[src/rtl/rc4_pkg.sv]
`default_nettype none

package rc4_pkg;

	localparam int unsigned BYTE_W      = 8;
	localparam int unsigned PERM_DEPTH  = 256;
	localparam int unsigned KEY_MAX_DEF = 256;

	localparam logic CMD_KEY  = 1'b0;
	localparam logic CMD_DATA = 1'b1;

	localparam int unsigned OP_W = 4;

	localparam logic [OP_W-1:0] OP_NONE = 4'd0;
	localparam logic [OP_W-1:0] OP_INIT = 4'd1;
	localparam logic [OP_W-1:0] OP_KRD  = 4'd2;
	localparam logic [OP_W-1:0] OP_KJ   = 4'd3;
	localparam logic [OP_W-1:0] OP_KW1  = 4'd4;
	localparam logic [OP_W-1:0] OP_KW2  = 4'd5;
	localparam logic [OP_W-1:0] OP_PRD  = 4'd6;
	localparam logic [OP_W-1:0] OP_PJ   = 4'd7;
	localparam logic [OP_W-1:0] OP_PW1  = 4'd8;
	localparam logic [OP_W-1:0] OP_PW2  = 4'd9;
	localparam logic [OP_W-1:0] OP_PKS  = 4'd10;
	localparam logic [OP_W-1:0] OP_EMIT = 4'd11;

	typedef struct packed {
		logic            key_wr;
		logic            data_ld;
		logic [OP_W-1:0] op;
	} ctl_cmd_t;

	typedef struct packed {
		logic n_last;
		logic keyed;
		logic out_free;
	} ctl_stat_t;

endpackage

`default_nettype wire

[src/rtl/rc4_ctrl.sv]
`default_nettype none

module rc4_ctrl (
	input  logic                 clk,
	input  logic                 arst_n,
	input  logic                 in_valid,
	input  logic                 in_cmd,
	input  logic                 in_last,
	output logic                 in_ready,
	input  rc4_pkg::ctl_stat_t   stat,
	output rc4_pkg::ctl_cmd_t    cmd
);
	import rc4_pkg::*;

	localparam logic [3:0] S_IDLE = 4'd0;
	localparam logic [3:0] S_INIT = 4'd1;
	localparam logic [3:0] S_KRD  = 4'd2;
	localparam logic [3:0] S_KJ   = 4'd3;
	localparam logic [3:0] S_KW1  = 4'd4;
	localparam logic [3:0] S_KW2  = 4'd5;
	localparam logic [3:0] S_PRD  = 4'd6;
	localparam logic [3:0] S_PJ   = 4'd7;
	localparam logic [3:0] S_PW1  = 4'd8;
	localparam logic [3:0] S_PW2  = 4'd9;
	localparam logic [3:0] S_PKS  = 4'd10;
	localparam logic [3:0] S_EMIT = 4'd11;

	logic [3:0] state_q;
	logic [3:0] state_nxt;

	always_comb begin
		state_nxt = state_q;
		cmd       = '0;
		in_ready  = (state_q == S_IDLE);
		unique case (state_q)
			S_IDLE: begin
				if (in_valid) begin
					if (in_cmd == CMD_DATA) begin
						cmd.data_ld = 1'b1;
						state_nxt   = stat.keyed ? S_PRD : S_EMIT;
					end else begin
						cmd.key_wr = 1'b1;
						if (in_last) begin
							state_nxt = S_INIT;
						end
					end
				end
			end
			S_INIT: begin
				cmd.op = OP_INIT;
				if (stat.n_last) begin
					state_nxt = S_KRD;
				end
			end
			S_KRD: begin
				cmd.op    = OP_KRD;
				state_nxt = S_KJ;
			end
			S_KJ: begin
				cmd.op    = OP_KJ;
				state_nxt = S_KW1;
			end
			S_KW1: begin
				cmd.op    = OP_KW1;
				state_nxt = S_KW2;
			end
			S_KW2: begin
				cmd.op    = OP_KW2;
				state_nxt = stat.n_last ? S_IDLE : S_KRD;
			end
			S_PRD: begin
				cmd.op    = OP_PRD;
				state_nxt = S_PJ;
			end
			S_PJ: begin
				cmd.op    = OP_PJ;
				state_nxt = S_PW1;
			end
			S_PW1: begin
				cmd.op    = OP_PW1;
				state_nxt = S_PW2;
			end
			S_PW2: begin
				cmd.op    = OP_PW2;
				state_nxt = S_PKS;
			end
			S_PKS: begin
				cmd.op    = OP_PKS;
				state_nxt = S_EMIT;
			end
			S_EMIT: begin
				if (stat.out_free) begin
					cmd.op    = OP_EMIT;
					state_nxt = S_IDLE;
				end
			end
			default: begin
				state_nxt = S_IDLE;
			end
		endcase
	end

	always_ff @(posedge clk or negedge arst_n) begin
		if (!arst_n) begin
			state_q <= S_IDLE;
		end else begin
			state_q <= state_nxt;
		end
	end

endmodule

`default_nettype wire

[src/rtl/rc4_dp.sv]
`default_nettype none

module rc4_dp #(
	parameter int unsigned KEY_MAX = rc4_pkg::KEY_MAX_DEF
) (
	input  logic                        clk,
	input  logic                        arst_n,
	input  rc4_pkg::ctl_cmd_t           cmd,
	output rc4_pkg::ctl_stat_t          stat,
	input  logic [rc4_pkg::BYTE_W-1:0]  byte_in,
	output logic [rc4_pkg::BYTE_W-1:0]  byte_out,
	output logic [rc4_pkg::BYTE_W-1:0]  keystream,
	output logic                        not_keyed,
	output logic                        out_valid,
	input  logic                        out_ready
);
	import rc4_pkg::*;

	localparam int unsigned KAW = (KEY_MAX > 1) ? $clog2(KEY_MAX) : 1;
	localparam int unsigned CW  = $clog2(KEY_MAX + 1);

	logic [BYTE_W-1:0] perm_mem [PERM_DEPTH];
	logic [BYTE_W-1:0] key_mem  [KEY_MAX];

	logic [CW-1:0]     key_count_q;
	logic [KAW-1:0]    kidx_q;
	logic [BYTE_W-1:0] n_q;
	logic [BYTE_W-1:0] i_q;
	logic [BYTE_W-1:0] j_q;
	logic              keyed_q;
	logic              out_valid_q;

	logic [BYTE_W-1:0] rd_q;
	logic [BYTE_W-1:0] kd_q;
	logic [BYTE_W-1:0] sa_q;
	logic [BYTE_W-1:0] t_q;
	logic              hit_q;
	logic [BYTE_W-1:0] ks_q;
	logic [BYTE_W-1:0] byte_q;
	logic              nk_q;
	logic [BYTE_W-1:0] out_byte_q;
	logic [BYTE_W-1:0] out_ks_q;
	logic              out_nk_q;

	logic              key_we;
	logic              kidx_wrap;
	logic [BYTE_W-1:0] i_inc;
	logic [BYTE_W-1:0] j_ksa;
	logic [BYTE_W-1:0] j_prga;
	logic              perm_we;
	logic [BYTE_W-1:0] perm_waddr;
	logic [BYTE_W-1:0] perm_wdata;
	logic [BYTE_W-1:0] perm_raddr;

	assign key_we    = cmd.key_wr && (key_count_q < CW'(KEY_MAX));
	assign kidx_wrap = ((CW'(kidx_q) + CW'(1)) == key_count_q);
	assign i_inc     = i_q + BYTE_W'(1);
	assign j_ksa     = j_q + rd_q + kd_q;
	assign j_prga    = j_q + rd_q;

	always_comb begin
		perm_we    = 1'b0;
		perm_waddr = n_q;
		perm_wdata = n_q;
		perm_raddr = n_q;
		case (cmd.op)
			OP_INIT: begin
				perm_we = 1'b1;
			end
			OP_KJ: begin
				perm_raddr = j_ksa;
			end
			OP_KW1: begin
				perm_we    = 1'b1;
				perm_wdata = rd_q;
			end
			OP_KW2: begin
				perm_we    = 1'b1;
				perm_waddr = j_q;
				perm_wdata = sa_q;
			end
			OP_PRD: begin
				perm_raddr = i_inc;
			end
			OP_PJ: begin
				perm_raddr = j_prga;
			end
			OP_PW1: begin
				perm_we    = 1'b1;
				perm_waddr = i_q;
				perm_wdata = rd_q;
			end
			OP_PW2: begin
				perm_we    = 1'b1;
				perm_waddr = j_q;
				perm_wdata = sa_q;
				perm_raddr = t_q;
			end
			default: begin
			end
		endcase
	end

	always_ff @(posedge clk) begin
		if (perm_we) begin
			perm_mem[perm_waddr] <= perm_wdata;
		end
		rd_q <= perm_mem[perm_raddr];
	end

	always_ff @(posedge clk) begin
		if (key_we) begin
			key_mem[key_count_q[KAW-1:0]] <= byte_in;
		end
		kd_q <= key_mem[kidx_q];
	end

	always_ff @(posedge clk or negedge arst_n) begin
		if (!arst_n) begin
			key_count_q <= '0;
			kidx_q      <= '0;
			n_q         <= '0;
			i_q         <= '0;
			j_q         <= '0;
			keyed_q     <= 1'b0;
			out_valid_q <= 1'b0;
		end else begin
			if (key_we) begin
				key_count_q <= key_count_q + CW'(1);
			end
			case (cmd.op)
				OP_INIT: begin
					n_q    <= n_q + BYTE_W'(1);
					j_q    <= '0;
					kidx_q <= '0;
				end
				OP_KJ: begin
					j_q <= j_ksa;
				end
				OP_KW2: begin
					n_q    <= n_q + BYTE_W'(1);
					kidx_q <= kidx_wrap ? '0 : kidx_q + KAW'(1);
					if (n_q == '1) begin
						i_q         <= '0;
						j_q         <= '0;
						keyed_q     <= 1'b1;
						key_count_q <= '0;
					end
				end
				OP_PRD: begin
					i_q <= i_inc;
				end
				OP_PJ: begin
					j_q <= j_prga;
				end
				default: begin
				end
			endcase
			if (cmd.op == OP_EMIT) begin
				out_valid_q <= 1'b1;
			end else if (out_ready) begin
				out_valid_q <= 1'b0;
			end
		end
	end

	always_ff @(posedge clk) begin
		if (cmd.data_ld) begin
			byte_q <= byte_in;
			ks_q   <= '0;
			nk_q   <= ~keyed_q;
		end
		case (cmd.op) inside
			OP_KJ, OP_PJ: begin
				sa_q <= rd_q;
			end
			OP_PW1: begin
				t_q <= sa_q + rd_q;
			end
			OP_PW2: begin
				hit_q <= (t_q == j_q);
			end
			OP_PKS: begin
				ks_q <= hit_q ? sa_q : rd_q;
			end
			OP_EMIT: begin
				out_byte_q <= byte_q ^ ks_q;
				out_ks_q   <= ks_q;
				out_nk_q   <= nk_q;
			end
			default: begin
			end
		endcase
	end

	assign stat.n_last   = (n_q == '1);
	assign stat.keyed    = keyed_q;
	assign stat.out_free = ~out_valid_q | out_ready;

	assign byte_out  = out_byte_q;
	assign keystream = out_ks_q;
	assign not_keyed = out_nk_q;
	assign out_valid = out_valid_q;

endmodule

`default_nettype wire

[src/rtl/rc4_stream_cipher.sv]
// Key beats are taken one per cycle while idle; the beat flagged last starts the key schedule:
// an identity fill of the permutation RAM, then per entry a read, a j update and two swap writes.
// A keyed data beat steps through the read, j-update, swap-write, keystream and emit states, and
// until its result is loaded no new beat is taken; the permutation RAM has one read and one write port.
// An unkeyed data beat goes straight to the emit state, which waits for a free output register.
// Asynchronous active-low reset clears control, indices and key count; the RAMs are not cleared.
`default_nettype none

module rc4_stream_cipher #(
	parameter int unsigned KEY_MAX = rc4_pkg::KEY_MAX_DEF
) (
	input  logic        clk,
	input  logic        arst_n,
	input  logic        s_axis_tvalid,
	output logic        s_axis_tready,
	input  logic [7:0]  s_axis_tdata,  // [7:0] byte_in
	input  logic [0:0]  s_axis_tuser,  // [0] cmd
	input  logic        s_axis_tlast,
	output logic        m_axis_tvalid,
	input  logic        m_axis_tready,
	output logic [15:0] m_axis_tdata,  // [7:0] byte_out, [15:8] keystream
	output logic [0:0]  m_axis_tuser   // [0] not_keyed
);
	import rc4_pkg::*;

	ctl_cmd_t  cmd_w;
	ctl_stat_t stat_w;

	rc4_ctrl u_ctrl (
		.clk      (clk),
		.arst_n   (arst_n),
		.in_valid (s_axis_tvalid),
		.in_cmd   (s_axis_tuser[0]),
		.in_last  (s_axis_tlast),
		.in_ready (s_axis_tready),
		.stat     (stat_w),
		.cmd      (cmd_w)
	);

	rc4_dp #(
		.KEY_MAX (KEY_MAX)
	) u_dp (
		.clk       (clk),
		.arst_n    (arst_n),
		.cmd       (cmd_w),
		.stat      (stat_w),
		.byte_in   (s_axis_tdata),
		.byte_out  (m_axis_tdata[7:0]),
		.keystream (m_axis_tdata[15:8]),
		.not_keyed (m_axis_tuser[0]),
		.out_valid (m_axis_tvalid),
		.out_ready (m_axis_tready)
	);

`ifndef SYNTH
	a_emit_has_room: assert property (@(posedge clk) disable iff (!arst_n)
		cmd_w.op == OP_EMIT |-> stat_w.out_free)
		else $error("result loaded while the output register is still full");

	a_idle_no_ops: assert property (@(posedge clk) disable iff (!arst_n)
		s_axis_tready |-> cmd_w.op == OP_NONE)
		else $error("RAM operation issued while accepting beats");

	a_busy_after_work: assert property (@(posedge clk) disable iff (!arst_n)
		s_axis_tvalid && s_axis_tready && (s_axis_tuser[0] == CMD_DATA || s_axis_tlast)
		|=> !s_axis_tready)
		else $error("new beat accepted before the previous one was processed");

	a_unkeyed_zero_ks: assert property (@(posedge clk) disable iff (!arst_n)
		m_axis_tvalid && m_axis_tuser[0] |-> m_axis_tdata[15:8] == 8'd0)
		else $error("unkeyed result carries a non-zero keystream");
`endif

endmodule

`default_nettype wire
[config.mk]
export PLATFORM = sky130hd
export DESIGN_NAME = rc4_stream_cipher
export DESIGN_NICKNAME = d
export VERILOG_FILES = /design/src/rtl/rc4_pkg.sv /design/src/rtl/rc4_ctrl.sv /design/src/rtl/rc4_dp.sv /design/src/rtl/rc4_stream_cipher.sv
export SDC_FILE = /design/constraint.sdc
export NUM_CORES = 2
export LEC_CHECK = 0
export BUFFER_PORTS_ARGS = -buffer_cell sky130_fd_sc_hd__buf_4
export CORE_MARGIN = 2
export CORE_UTILIZATION = 45
export CTS_BUF_LIST = sky130_fd_sc_hd__clkbuf_16
export DETAILED_ROUTE_END_ITERATION = 10
export PLACE_DENSITY = 0.62
export SLEW_MARGIN = 20
export SYNTH_ARGS = -nofsm -noshare
export SYNTH_HDL_FRONTEND = slang
export SYNTH_HIERARCHICAL = 1
export SYNTH_SLANG_ARGS = --single-unit
[constraint.sdc]
create_clock -name clk -period 13.6 [get_ports clk]
set_clock_uncertainty 0.05 [all_clocks]
set_input_delay 1.36 -clock clk [delete_from_list [all_inputs] [get_ports clk]]
set_output_delay 1.36 -clock clk [all_outputs]
set_load 0.02 [all_outputs]
==> impl_metrics.py <==
metrics = {
    "detailed_routing": {
        "vias_per_cell": 6.083,
        "ant_nets": 0,
        "vias": 96670,
        "dr.first_iter.drc_count": 11710,
        "first_pass_iters": 6,
        "drc_errors": 0,
        "wl_per_cell_microns": 28.44,
        "wl_microns": 452000,
    },
    "cells_and_area": {
        "fillers": 30420,
        "ff_latch_area_sq_um": 126000,
        "final_layout_size_suffix_gt1_share_pct": 12.05,
        "synthToLayoutAreaGrowth_pct": 11.01,
        "design_area_sq_um": 186000,
        "multiInputGateArea_sq_um": 38740,
        "finalNetCount": 10620,
    },
    "power": {
        "p_comb_share_pct": 0.5,
        "ir_drop_uv": 134.8,
        "p_seq_share_pct": 55.9,
        "power.internal_w": 0.02039,
        "clkPwrFrac_pct": 43.6,
        "power_density_nw_per_um2": 135.9,
        "p_leak_nw": 58.22,
        "netSwitchingFraction_pct": 19.35,
        "switchingPower_w": 0.004892,
    },
    "timing": {
        "rsz0062_at_grt": "no",
        "finalCritPeriodShare_pct": 55.43,
        "period_needed_ns": 7.538,
        "fin_tns_setup_ns": 0,
        "tightestPinTransition_ns": 1.249,
        "drv_slew": 0,
        "setup_violations": 0,
        "relSlewSlack_pct": 16.72,
        "timing.fmax_ghz": 0.1327,
        "hold_viol": 0,
    },
    "placed_design": {
        "routabilityCongestion": 0.8635,
        "port_buffers": 32,
        "placed_cell_area_sq_um": 173000,
        "dp_hpwl_microns": 260400,
    },
    "worst_hold_path": {
        "worstHoldPathType": "reg2reg",
        "min_from": "u_dp/nk_q$_DFFE_PP_",
        "holdPathEnd": "u_dp/not_keyed$_DFFE_PP_",
        "min_path_cells": 0,
    },
    "grt": {
        "grt_pass1_vias": 93390,
        "grt_remaining_overflow": 0,
        "antenna_found_initial": 17,
        "grt_max_degree": 201,
        "grt_util_all_layers_pct": 23.23,
        "grt_pass1_wl_microns": 653100,
    },
    "worst_setup_path": {
        "end_kind": "flop",
        "crit_fanout": 50,
        "reg2reg_to": "u_dp/rd_q[0]$_DFF_P_",
        "cp_data_required_time_ns": 14.29,
        "crit_path_start": "m_axis_tready",
        "reg2reg_setup_slack_ns": 6.19,
        "slowest_stage": "nor3_1",
        "crit_top_cell": "buf_4",
        "rr_startpoint": "u_dp/out_valid$_DFFE_PN0P_",
        "critPathArrivalTime_ns": 8.23,
        "critPathKind": "in2reg",
        "crit_buf_inv": 4,
        "path_delay_family": "compound AO/OA/AOI/OAI gates",
        "worst_setup_path_start_kind": "primary input",
        "crit_chain": "buf_4 -> nand2b_1 -> inv_1 -> a21o_1 -> a21oi_1 -> and3b_1 -> o21ai_0 -> nand4_1 -> buf_4 -> buf_4 -> nand3_1 -> and3_1 -> o21ai_0 -> o211ai_1 -> nor3_1 -> a211oi_1",
        "slowest_delay_ns": 0.88,
        "worst_r2r_path_depth": 15,
    },
    "synthesis": {
        "synth.area.top_cells": "edfxtp_1, mux4_2, nand2_1",
        "syn_avg_cell_area_sq_um": 15.72,
        "synthCells": 10660,
        "synth_cell_types": 90,
        "yosysWarnings": 6,
        "ys.flop_type": "edfxtp_1",
        "synth.most_common_cell": "edfxtp_1",
        "yosysTopAreaCellShare_pct": 74.16,
        "synth_top_area_cell": "edfxtp_1",
        "ys_seq_elements": 4210,
        "synth_common_cells": "edfxtp_1, nand2_1, nor2_1, a21oi_1, mux2i_1",
        "async_reset_ff_share_pct": 1.116,
        "synth_area_sq_um": 167600,
        "yosysSeqAreaShare_pct": 75.15,
        "mappedNetlistNets": 10700,
        "synth_edf_count": 4139,
    },
    "die": {
        "die_width_microns": 614.3,
        "design.core.area_sq_um": 371400,
        "fp.dieH_microns": 614.3,
        "initial_core_util_pct": 45.13,
        "pin_count": 33,
        "fp-row-count": 224,
        "dieArea_sq_um": 377300,
    },
    "job": {
        "maxCapViolations": 0,
    },
    "clock_tree": {
        "cts_buffers": 408,
        "cts_num_sinks": 4210,
        "htree_levels": 5,
        "ctsHoldBuffers": 0,
        "cts_tree": "built",
        "cts_resized": 0,
        "root_buffer": "clkbuf_16",
        "worstSkewPairLatency_ns": 0.93,
        "cts.reportedPaths.clkPinSlew_ns": 0.06,
        "cts_max_path_buffers": 4,
        "postCtsSetupBuffers": 0,
    },
    "run_status": {
        "outcome": "finished, final reports clean",
    },
}
## through the flow
stage	cells	hold slack, ns	setup WS, ns	power (W)	utilization (%)
floorplan	10660	0.3503	6.432	0.01441	-
global placement	15130	0.3648	5.342	0.01452	46.57
detailed placement	15130	0.3836	5.280	0.01453	46.58
CTS	15880	0.3968	6.221	0.02543	50.07
global route	15890	0.4139	5.933	0.02591	50.09
finish	15890	0.3933	6.062	0.02528	50.09
## registers in the layout, summed over array words and instances (netlist names)
name / flops
u_ctrl/state_q: 4
u_dp/byte_out: 8
u_dp/byte_q: 8
u_dp/hit_q: 1
u_dp/i_q: 8
u_dp/j_q: 8
u_dp/kd_q: 8
u_dp/key_count_q: 9
u_dp/key_mem: 2048
u_dp/keyed_q: 1
u_dp/keystream: 8
u_dp/kidx_q: 8
u_dp/ks_q: 8
u_dp/n_q: 8
u_dp/nk_q: 1
u_dp/not_keyed: 1
u_dp/out_valid: 1
u_dp/perm_mem: 2048
u_dp/rd_q: 8
u_dp/sa_q: 8
u_dp/t_q: 8
## cells in the final DEF (no fill, tap or decap), types with 15 or more instances in the layout
cell type / instances
edfxtp_1: 4139
nand2_1: 1582
nor2_1: 631
a21oi_1: 595
mux2i_1: 498
clkbuf_16: 417
nand3_1: 398
mux4_2: 319
o21ai_0: 207
a32oi_1: 207
buf_4: 185
o22ai_1: 129
o221ai_1: 118
mux2_2: 117
inv_1: 110
clkinv_2: 96
clkinv_1: 90
nor3_1: 77
a31oi_1: 62
a211oi_1: 58
a221oi_1: 58
o211ai_1: 57
and3_1: 50
a311oi_1: 46
dfrtp_1: 42
a32o_1: 41
bufinv_16: 37
xnor2_1: 35
nand4_1: 30
xor2_1: 30
a22oi_1: 28
ha_1: 28
o2111ai_1: 27
dfxtp_1: 24
buf_12: 20
a21o_1: 15
nor4_1: 15
## power groups by stage
stage / Clock [W] / Sequential, W / Combinational (W)
after floorplan: 0 / 0.0144 / 0.000000236
after global placement: 0 / 0.0144 / 0.000116
after detailed placement: 0 / 0.0144 / 0.000124
after CTS: 0.0112 / 0.0141 / 0.000124
after global routing: 0.0117 / 0.0141 / 0.000132
final: 0.0110 / 0.0141 / 0.000121
## how the worst max path moves through the flow
stage,to,cells past startpoint
after detailed placement,u_dp/rd_q[0]$_DFF_P_,16
after CTS,u_dp/rd_q[0]$_DFF_P_,16
after global placement,u_dp/rd_q[7]$_DFF_P_,16
after floorplan,u_dp/perm_mem[0][7]$_DFFE_PP_,9
final,u_dp/rd_q[0]$_DFF_P_,16
after global routing,u_dp/rd_q[7]$_DFF_P_,17
## metal layers
| metal | part of all wire [%] | global-route usage, % | up-vias |
|---|---|---|---|
| met3 | 8.2 | 3.549 | 875 |
| met1 | 39 | 31.71 | 49630 |
| met5 | 0.015 | 0 | - |
| li1 | - | - | 41410 |
| met4 | 4.8 | 10.27 | 12 |
| met2 | 47 | 37.10 | 4736 |
## cells by family after synthesis
family / Yosys count / share of synthesized area [%]
multiplexers: 934 / 8.048
flip-flops: 4210 / 75.15
AO/OA/AOI/OAI: 1756 / 7.002
AND/OR/NAND/NOR: 2914 / 7.279
buffers and inverters: 749 / 1.934
adder cells (fa/ha/maj): 31 / 0.2449
XOR/XNOR: 65 / 0.3397
## layout make-up
class	count	area share (%)
timing repair buffer	218	1.070
sequential	4210	67.71
tap	4972	3.344
multi-input combinational	5700	20.82
clock buffer	417	5.609
antenna	12	0.01614
inverter	36	0.07533
clock inverter	328	1.352
(Power assumes the default switching activity.)
